### config.mk
export PLATFORM = sky130hd
export DESIGN_NAME = button_click_hold_repeat_fsm_unit
export DESIGN_NICKNAME = d
export VERILOG_FILES = /design/src/rtl/bchr_pkg.sv /design/src/rtl/bchr_ram.sv /design/src/rtl/bchr_step.sv /design/src/rtl/button_click_hold_repeat_fsm_unit.sv
export SDC_FILE = /design/constraint.sdc
export NUM_CORES = 1
export LEC_CHECK = 0
export BUFFER_PORTS_ARGS = -buffer_cell sky130_fd_sc_hd__buf_2
export CAP_MARGIN = 20
export CORE_MARGIN = 3
export CORE_UTILIZATION = 54
export CTS_BUF_LIST = sky130_fd_sc_hd__clkbuf_4
export CTS_CLUSTER_DIAMETER = 50
export DETAILED_ROUTE_END_ITERATION = 6
export MAX_ROUTING_LAYER = met4
export PLACE_DENSITY = 0.7
export SLEW_MARGIN = 20
export SYNTH_ARGS = -nofsm -noshare
export SYNTH_HDL_FRONTEND = slang
export SYNTH_SLANG_ARGS = --single-unit
### constraint.sdc
create_clock -name clk -period 9.38 [get_ports clk]
set_clock_uncertainty 0.05 [all_clocks]
set_input_delay 0.469 -clock clk [delete_from_list [all_inputs] [get_ports clk]]
set_output_delay 0.469 -clock clk [all_outputs]
set_load 0.01 [all_outputs]
### src/rtl/bchr_pkg.sv
`timescale 1ns / 1ps

package bchr_pkg;

  // Store geometry
  localparam int NUM_BUTTONS = 16;
  localparam int BTN_IDX_W   = 4;
  localparam int TIMER_W     = 16;
  localparam int CLICK_W     = 8;
  localparam int FLAG_W      = 6;

  // Command codes
  localparam logic [1:0] CMD_TICK  = 2'd0;
  localparam logic [1:0] CMD_READ  = 2'd1;
  localparam logic [1:0] CMD_TAKE  = 2'd2;
  localparam logic [1:0] CMD_MATCH = 2'd3;

  // Configuration register indexes
  localparam int         REG_IDX_W        = 3;
  localparam logic [2:0] REG_BUTTONS      = 3'd0;
  localparam logic [2:0] REG_ACTIVE_LOW   = 3'd1;
  localparam logic [2:0] REG_BOUNCE       = 3'd2;
  localparam logic [2:0] REG_CLICK_GAP    = 3'd3;
  localparam logic [2:0] REG_HOLD         = 3'd4;
  localparam logic [2:0] REG_REPEAT       = 3'd5;

  // Event flag bit positions
  localparam int F_ON_PRESS = 0;
  localparam int F_PRESSED  = 1;
  localparam int F_ON_HOLD  = 2;
  localparam int F_HELD     = 3;
  localparam int F_RELEASED = 4;
  localparam int F_REPEAT   = 5;

  typedef enum logic [2:0] {
    MODE_WAIT     = 3'd0,
    MODE_DEBOUNCE = 3'd1,
    MODE_COUNT    = 3'd2,
    MODE_HOLD     = 3'd3,
    MODE_RELEASE  = 3'd4
  } mode_t;

  typedef struct packed {
    mode_t                mode;
    logic [TIMER_W-1:0]   tick_timer;
    logic [TIMER_W-1:0]   gap_timer;
    logic [CLICK_W-1:0]   click_count;
    logic [FLAG_W-1:0]    flags;
  } entry_t;

  localparam int ENTRY_W = $bits(entry_t);

  typedef struct packed {
    logic [4:0]           buttons_in_use;
    logic [15:0]          active_low_mask;
    logic [TIMER_W-1:0]   bounce_ticks;
    logic [TIMER_W-1:0]   click_gap_ticks;
    logic [TIMER_W-1:0]   hold_ticks;
    logic [TIMER_W-1:0]   repeat_ticks;
  } cfg_t;

  typedef struct packed {
    logic [1:0]           command;
    logic [BTN_IDX_W-1:0] button_index;
    logic                 raw_level;
    logic [3:0]           clear_mask;
    logic                 hold_aware;
    logic [CLICK_W-1:0]   expected_clicks;
  } cmd_t;

  typedef struct packed {
    logic                 changed;
    logic [FLAG_W-1:0]    flags;
    logic [CLICK_W-1:0]   click_total;
    logic                 clicks_matched;
  } result_t;

endpackage

### src/rtl/bchr_ram.sv
`timescale 1ns / 1ps

module bchr_ram #(
  parameter int WIDTH = 8,
  parameter int DEPTH = 16,
  localparam int ADDR_W = $clog2(DEPTH)
) (
  input  logic              clk,
  input  logic              we,
  input  logic [ADDR_W-1:0] waddr,
  input  logic [WIDTH-1:0]  wdata,
  input  logic [ADDR_W-1:0] raddr,
  output logic [WIDTH-1:0]  rdata
);

  logic [WIDTH-1:0] mem [DEPTH];

  // Write port
  always_ff @(posedge clk) begin
    if (we) begin
      mem[waddr] <= wdata;
    end
  end

  // Registered read port
  always_ff @(posedge clk) begin
    rdata <= mem[raddr];
  end

endmodule

### src/rtl/bchr_step.sv
`timescale 1ns / 1ps

module bchr_step import bchr_pkg::*; (
  input  entry_t  cur,
  input  cmd_t    cmd,
  input  cfg_t    cfg,
  output entry_t  nxt,
  output result_t res
);

  function automatic logic [TIMER_W-1:0] sat_inc(input logic [TIMER_W-1:0] v);
    sat_inc = (v == {TIMER_W{1'b1}}) ? v : v + 1'b1;
  endfunction

  logic [4:0] limit;
  logic       in_use;
  logic       level;
  logic [TIMER_W-1:0] t_inc;
  logic [TIMER_W-1:0] g_inc;

  // Clamp the button count and pick the effective pin level
  always_comb begin
    limit  = (cfg.buttons_in_use > 5'(NUM_BUTTONS)) ? 5'(NUM_BUTTONS) : cfg.buttons_in_use;
    in_use = {1'b0, cmd.button_index} < limit;
    level  = cmd.raw_level ^ cfg.active_low_mask[cmd.button_index];
    t_inc  = sat_inc(cur.tick_timer);
    g_inc  = sat_inc(cur.gap_timer);
  end

  // Advance the entry for one command
  always_comb begin
    nxt                = cur;
    res.changed        = 1'b0;
    res.click_total    = cur.click_count;
    res.clicks_matched = 1'b0;
    res.flags          = cur.flags;

    case (cmd.command)
      CMD_TICK: begin
        if (in_use) begin
          case (cur.mode)
            MODE_WAIT: begin
              if (level) begin
                nxt.tick_timer       = '0;
                nxt.flags[F_PRESSED] = 1'b0;
                nxt.mode             = MODE_DEBOUNCE;
              end
              if (cur.gap_timer != '0) begin
                if (cur.gap_timer >= cfg.click_gap_ticks) begin
                  nxt.gap_timer = '0;
                  res.changed   = 1'b1;
                end else begin
                  nxt.gap_timer = g_inc;
                end
              end
            end
            MODE_DEBOUNCE: begin
              nxt.tick_timer = t_inc;
              if (t_inc >= cfg.bounce_ticks) begin
                if (level) begin
                  if (cur.gap_timer == '0) begin
                    nxt.click_count = '0;
                  end
                  nxt.flags[F_ON_PRESS] = 1'b1;
                  nxt.flags[F_PRESSED]  = 1'b1;
                  nxt.flags[F_REPEAT]   = 1'b1;
                  nxt.flags[F_RELEASED] = 1'b0;
                  nxt.flags[F_HELD]     = 1'b0;
                  nxt.gap_timer         = cfg.bounce_ticks;
                  nxt.mode              = MODE_COUNT;
                  res.changed           = 1'b1;
                end else begin
                  nxt.mode = MODE_WAIT;
                end
              end
            end
            MODE_COUNT: begin
              nxt.gap_timer = g_inc;
              if (level) begin
                nxt.tick_timer = t_inc;
                if (g_inc >= cfg.click_gap_ticks) begin
                  nxt.click_count = cur.click_count + 1'b1;
                  nxt.gap_timer   = '0;
                  nxt.mode        = MODE_HOLD;
                  res.changed     = 1'b1;
                end
              end else begin
                nxt.flags[F_ON_PRESS] = 1'b0;
                nxt.flags[F_RELEASED] = 1'b1;
                nxt.click_count       = cur.click_count + 1'b1;
                nxt.mode              = MODE_WAIT;
                res.changed           = 1'b1;
              end
            end
            MODE_HOLD: begin
              if (level) begin
                nxt.tick_timer = t_inc;
                if (t_inc >= cfg.hold_ticks) begin
                  nxt.flags[F_ON_HOLD] = 1'b1;
                  nxt.flags[F_HELD]    = 1'b1;
                  nxt.flags[F_REPEAT]  = 1'b1;
                  nxt.tick_timer       = '0;
                  nxt.mode             = MODE_RELEASE;
                  res.changed          = 1'b1;
                end
              end else begin
                nxt.flags[F_ON_PRESS] = 1'b0;
                nxt.flags[F_RELEASED] = 1'b1;
                nxt.mode              = MODE_WAIT;
                res.changed           = 1'b1;
              end
            end
            MODE_RELEASE: begin
              if (level) begin
                nxt.tick_timer = t_inc;
                if (t_inc >= cfg.repeat_ticks) begin
                  nxt.flags[F_REPEAT] = 1'b1;
                  nxt.tick_timer      = '0;
                  res.changed         = 1'b1;
                end
              end else begin
                nxt.flags[F_ON_PRESS] = 1'b0;
                nxt.flags[F_ON_HOLD]  = 1'b0;
                nxt.flags[F_REPEAT]   = 1'b0;
                nxt.flags[F_RELEASED] = 1'b1;
                nxt.mode              = MODE_WAIT;
                res.changed           = 1'b1;
              end
            end
            default: begin
            end
          endcase
        end
        res.click_total = nxt.click_count;
        res.flags       = nxt.flags;
      end
      CMD_READ: begin
        // Report flags before the clear
        if (cmd.clear_mask[0]) nxt.flags[F_PRESSED]  = 1'b0;
        if (cmd.clear_mask[1]) nxt.flags[F_RELEASED] = 1'b0;
        if (cmd.clear_mask[2]) nxt.flags[F_REPEAT]   = 1'b0;
        if (cmd.clear_mask[3]) nxt.flags[F_HELD]     = 1'b0;
      end
      CMD_TAKE: begin
        res.click_total = '0;
        if (cur.click_count != '0 && cur.gap_timer == '0) begin
          if (!cmd.hold_aware) begin
            nxt.click_count = '0;
            res.click_total = cur.click_count;
          end else if (cur.mode == MODE_RELEASE) begin
            res.click_total = cur.click_count;
          end else if (cur.mode == MODE_WAIT && !cur.flags[F_HELD]) begin
            nxt.click_count = '0;
            res.click_total = cur.click_count;
          end
        end
      end
      CMD_MATCH: begin
        if (cur.click_count == cmd.expected_clicks) begin
          nxt.gap_timer      = '0;
          nxt.click_count    = '0;
          res.clicks_matched = 1'b1;
        end
      end
      default: begin
      end
    endcase
  end

endmodule

### src/rtl/button_click_hold_repeat_fsm_unit.sv
`timescale 1ns / 1ps

// Per-button click, hold and repeat tracker for up to 16 buttons. For each
// item, the accept edge reads the button's entry from a simple dual-port
// synchronous RAM, and the next edge writes the updated entry back and loads
// the result registers. busy is high for the one cycle in between; done
// marks the result for exactly one cycle and a new start is taken in that
// same cycle, but not while busy is high. The receiver cannot stall:
// capture the result fields while done is high. Reset clears every entry at
// once through per-button valid bits; configuration writes take effect on
// the clock edge where wr_en is high and belong to idle periods.
module button_click_hold_repeat_fsm_unit import bchr_pkg::*; (
  input  logic                 clk,
  input  logic                 rst,
  input  logic                 start,
  output logic                 busy,
  input  logic [1:0]           command,
  input  logic [BTN_IDX_W-1:0] button_index,
  input  logic                 raw_level,
  input  logic [3:0]           clear_mask,
  input  logic                 hold_aware,
  input  logic [CLICK_W-1:0]   expected_clicks,
  input  logic                 wr_en,
  input  logic [REG_IDX_W-1:0] wr_index,
  input  logic [15:0]          wr_data,
  output logic                 done,
  output logic                 changed,
  output logic                 is_pressed,
  output logic                 press_event,
  output logic                 is_held,
  output logic                 hold_event,
  output logic                 release_event,
  output logic                 repeat_event,
  output logic [CLICK_W-1:0]   click_total,
  output logic                 clicks_matched
);

  cfg_t                   cfg;
  cmd_t                   cmd;
  logic [NUM_BUTTONS-1:0] valid;
  logic                   rd_valid;
  logic [ENTRY_W-1:0]     rdata;
  entry_t                 cur;
  entry_t                 nxt;
  result_t                res;
  logic                   accept;

  assign accept = start && !busy;

  // Hold configuration registers
  always_ff @(posedge clk) begin
    if (rst) begin
      cfg.buttons_in_use  <= 5'd16;
      cfg.active_low_mask <= '0;
      cfg.bounce_ticks    <= 16'd5;
      cfg.click_gap_ticks <= 16'd30;
      cfg.hold_ticks      <= 16'd100;
      cfg.repeat_ticks    <= 16'd20;
    end else if (wr_en) begin
      case (wr_index)
        REG_BUTTONS:    cfg.buttons_in_use  <= wr_data[4:0];
        REG_ACTIVE_LOW: cfg.active_low_mask <= wr_data;
        REG_BOUNCE:     cfg.bounce_ticks    <= wr_data;
        REG_CLICK_GAP:  cfg.click_gap_ticks <= wr_data;
        REG_HOLD:       cfg.hold_ticks      <= wr_data;
        REG_REPEAT:     cfg.repeat_ticks    <= wr_data;
        default: begin
        end
      endcase
    end
  end

  // Latch the item and its entry's valid bit at accept
  always_ff @(posedge clk) begin
    if (accept) begin
      cmd.command         <= command;
      cmd.button_index    <= button_index;
      cmd.raw_level       <= raw_level;
      cmd.clear_mask      <= clear_mask;
      cmd.hold_aware      <= hold_aware;
      cmd.expected_clicks <= expected_clicks;
      rd_valid            <= valid[button_index];
    end
  end

  // Sequence read, write-back and result strobe
  always_ff @(posedge clk) begin
    if (rst) begin
      busy  <= 1'b0;
      done  <= 1'b0;
      valid <= '0;
    end else begin
      done <= busy;
      busy <= accept;
      if (busy) begin
        valid[cmd.button_index] <= 1'b1;
      end
    end
  end

  // Per-button entry store
  bchr_ram #(
    .WIDTH (ENTRY_W),
    .DEPTH (NUM_BUTTONS)
  ) u_ram (
    .clk   (clk),
    .we    (busy),
    .waddr (cmd.button_index),
    .wdata (nxt),
    .raddr (button_index),
    .rdata (rdata)
  );

  // Never-written entries read as the reset entry
  assign cur = rd_valid ? entry_t'(rdata) : entry_t'('0);

  bchr_step u_step (
    .cur (cur),
    .cmd (cmd),
    .cfg (cfg),
    .nxt (nxt),
    .res (res)
  );

  // Register the result item
  always_ff @(posedge clk) begin
    if (busy) begin
      changed        <= res.changed;
      is_pressed     <= res.flags[F_ON_PRESS];
      press_event    <= res.flags[F_PRESSED];
      is_held        <= res.flags[F_ON_HOLD];
      hold_event     <= res.flags[F_HELD];
      release_event  <= res.flags[F_RELEASED];
      repeat_event   <= res.flags[F_REPEAT];
      click_total    <= res.click_total;
      clicks_matched <= res.clicks_matched;
    end
  end

endmodule

==> metrics.md <==
| Metric | Value |
|---|---|
| Max-cap violation count | `0` |
| Post-Route WL | `101 mm` |
| Vias in the first global route | `24200` |
| I/O pins | `61` |
| Worst hold-check path type | `in -> reg` |
| PwrDens | `196 nW/um^2` |
| Number of setup violations in the final report | `0` |
| Clock sink count | `973` |
| DRC viols | `0` |
| Starting density of the core | `0.549` |
| Async S/R FF share, synth | `0` |
| Commonest cells after routing, fill and taps aside | `edfxtp_1 (821), clkbuf_4 (355), mux4_2 (255)` |
| Synthesized netlist cell count | `2438` |
| Largest fanout on the critical path | `45` |
| Core area | `73300 um^2` |
| Synth warn | `0` |
| Tightest Pin Transition | `1.18 ns` |
| Commonest non-fill, non-tap cell in the layout | `edfxtp_1` |
| Distinct cell type count of the synthesized netlist | `64` |
| Antenna violations before repair | `4` |
| LEAKAGE | `15.6 nW` |
| IO buf count | `60` |
| RePlAce Congestion | `0.943` |
| Vias post-DR | `24300` |
| EDFF count, synth | `821` |
| CTS tree | `done` |
| Global-route wire length before repair | `151 mm` |
| Synth Register Bits | `973` |
| Reg-to-reg slack, setup | `2.51 ns` |
| Post-Syn Area per Cell | `16.5 um^2` |
| Die W | `279 um` |
| CP Capture Type | `flip-flop` |
| Layout cells sized above 1 | `0.273` |
| Hpwl dp | `57.9 mm` |
| Dominant synthesized flop cell | `edfxtp_1` |
| Drt initial violations | `3103` |
| DR vias/cell | `6.20` |
| P&R area growth vs syn | `13.6%` |
| Clk buf depth | `3` |
| Max VDD drop | `0.000161 V` |
| Synth Cell Area | `40200 um^2` |
| Setup Buffers After CTS | `0` |
| Overflow after GRT | `0` |
| Num CTS Buffers | `234` |
| Total Routing Usage GR | `0.273` |
| CTS Root Cell | `clkbuf_4` |
| Status | `finished clean` |
| Crit path kind | `reg -> reg` |
| F_max | `146 MHz` |
| Syn Nets | `2572` |
| Wire per inst | `25.9 um` |
| Final max-slew violation count | `0` |
| Skew-Pair Late Insertion Delay | `1.10 ns` |
| CTS clock-pin slew for the worst setup and hold paths | `0.08 ns` |
| Largest net degree at the start of global routing | `101` |
| Sequential share of the synthesized area | `0.688` |
| Data required time at the worst endpoint | `10.04 ns` |
| Setup_tns | `0 ns` |
| Chip Height | `279 um` |
| Worst hold slack | `0.217 ns` |
| WP data arrival | `7.53 ns` |
| Fin util | `0.624` |
| Min Tclk post-route | `6.87 ns` |
| Final period util | `0.732` |
| H-tree levels | `4` |
| Post-route ant nets | `0` |
| Filler instances | `5343` |
| Row Count | `99` |
| Startpoint types | `flip-flop` |
| Drt first pass iters | `5` |
| Die ar. | `77800 um^2` |
| Slew HR | `0.213` |
| Final Hold Vio Count | `0` |
| RSZ-0062 raised after global routing | `no` |
| Final net count | `2878` |
sequential cells by signal, summed over array words and instances (netlist names):
signal / cells
rd_valid: 1
valid: 16
changed: 1
is_held: 1
cmd: 20
press_event: 1
busy: 1
repeat_event: 1
u_ram.mem: 784
u_ram.rdata: 49
done: 1
cfg: 85
click_total: 8
clicks_matched: 1
release_event: 1
is_pressed: 1
hold_event: 1
kinds of logic (layout without fill, tap and decap cells):
logic type,after synthesis,after routing,synth area share
buffers and inverters,204,711,0.0192
adder cells (fa/ha/maj),91,91,0.0283
AND/OR/NAND/NOR,540,540,0.0608
XOR/XNOR,29,29,0.00678
flip-flops,973,973,0.688
other,0,6,0
AO/OA/AOI/OAI,332,332,0.0502
multiplexers,269,269,0.146
worst max-delay path, cell delays in order (launching register included):
cell and delay (ns):
edfxtp_1 0.60, buf_4 0.52, nand2_1 0.26, inv_1 0.18
ha_1 0.23, nand4_1 0.18, or3_1 0.34, o21ai_0 0.48
or2_2 0.29, nor2_1 0.07, xor2_1 0.16, and2_1 0.19
ha_1 0.20, a211oi_1 0.20, o21ai_0 0.12, a31oi_1 0.23
o21ai_0 0.26, a21o_1 0.26, nand2_1 0.58, a32oi_1 0.20
o22ai_1 0.86
metal layers:
metal | vias up | GRT usage | share of wire
li1 | 10400 | - | -
met1 | 12300 | 0.387 | 0.41
met2 | 1345 | 0.406 | 0.47
met3 | 188 | 0.0532 | 0.094
met4 | 0 | 0.0905 | 0.023
met5 | - | - | 0
repair_timing:
item                       4_1_cts  5_1_grt
hold endpoints to repair       143        0
hold buffers                    66        0
resized for setup                0        0
setup endpoints to repair        0        0
metrics by stage:
stage          total power (W)  setup WS (ns)  cells  instance area [um^2]
4_1_cts                0.00902           2.66   3902                 45600
5_1_grt                0.00933           2.11   3910                 45700
3_3_place_gp           0.00554           2.92   3398                 41900
2_1_floorplan          0.00533           2.68   2438                 40200
6_report               0.00896           2.51   3910                 45700
3_5_place_dp           0.00556           2.72   3399                 41900
power by group:
group	internal, W	switching, W
clock	0.00177	0.00168
combinational	0.000258	0.000402
sequential	0.00478	0.0000631
total	0.00681	0.00215
Yosys cell counts (16+ instances only):
cell type | number | share of area
o22ai_1 | 25 | 0.0039
nor3_1 | 26 | 0.0032
ha_1 | 91 | 0.028
clkbuf_1 | 84 | 0.0078
a21oi_1 | 134 | 0.017
nand4_1 | 18 | 0.0028
dfxtp_1 | 152 | 0.076
o21ai_0 | 65 | 0.0081
nand2_1 | 248 | 0.023
inv_1 | 89 | 0.0083
mux4_2 | 255 | 0.14
buf_1 | 26 | 0.0024
xnor2_1 | 19 | 0.0041
edfxtp_1 | 821 | 0.61
nor2_1 | 115 | 0.011
and2_1 | 16 | 0.0025
nand3_1 | 32 | 0.0040
cell type report:
class	instances	area (um^2)	share of cell area
inverters	89	334	0.00730
multi-input cells	1261	12000	0.262
clock inverters	83	434	0.00949
clock buffers	354	2660	0.0581
well taps	959	1200	0.0262
flip-flops and latches	973	27700	0.606
repair buffers	185	1430	0.0312
diodes	6	15.0	0.000328
worst paths after layout:
kind,cells after the start,start,end
setup / recovery,20,rd_valid,u_ram.mem[1][24]
hold / removal,4,wr_data[8],cfg[56]
hold reg to reg,2,cfg[69],cfg[69]
setup reg to reg,20,rd_valid,u_ram.mem[1][24]
Note: power is estimated with default switching activity, not from simulation.
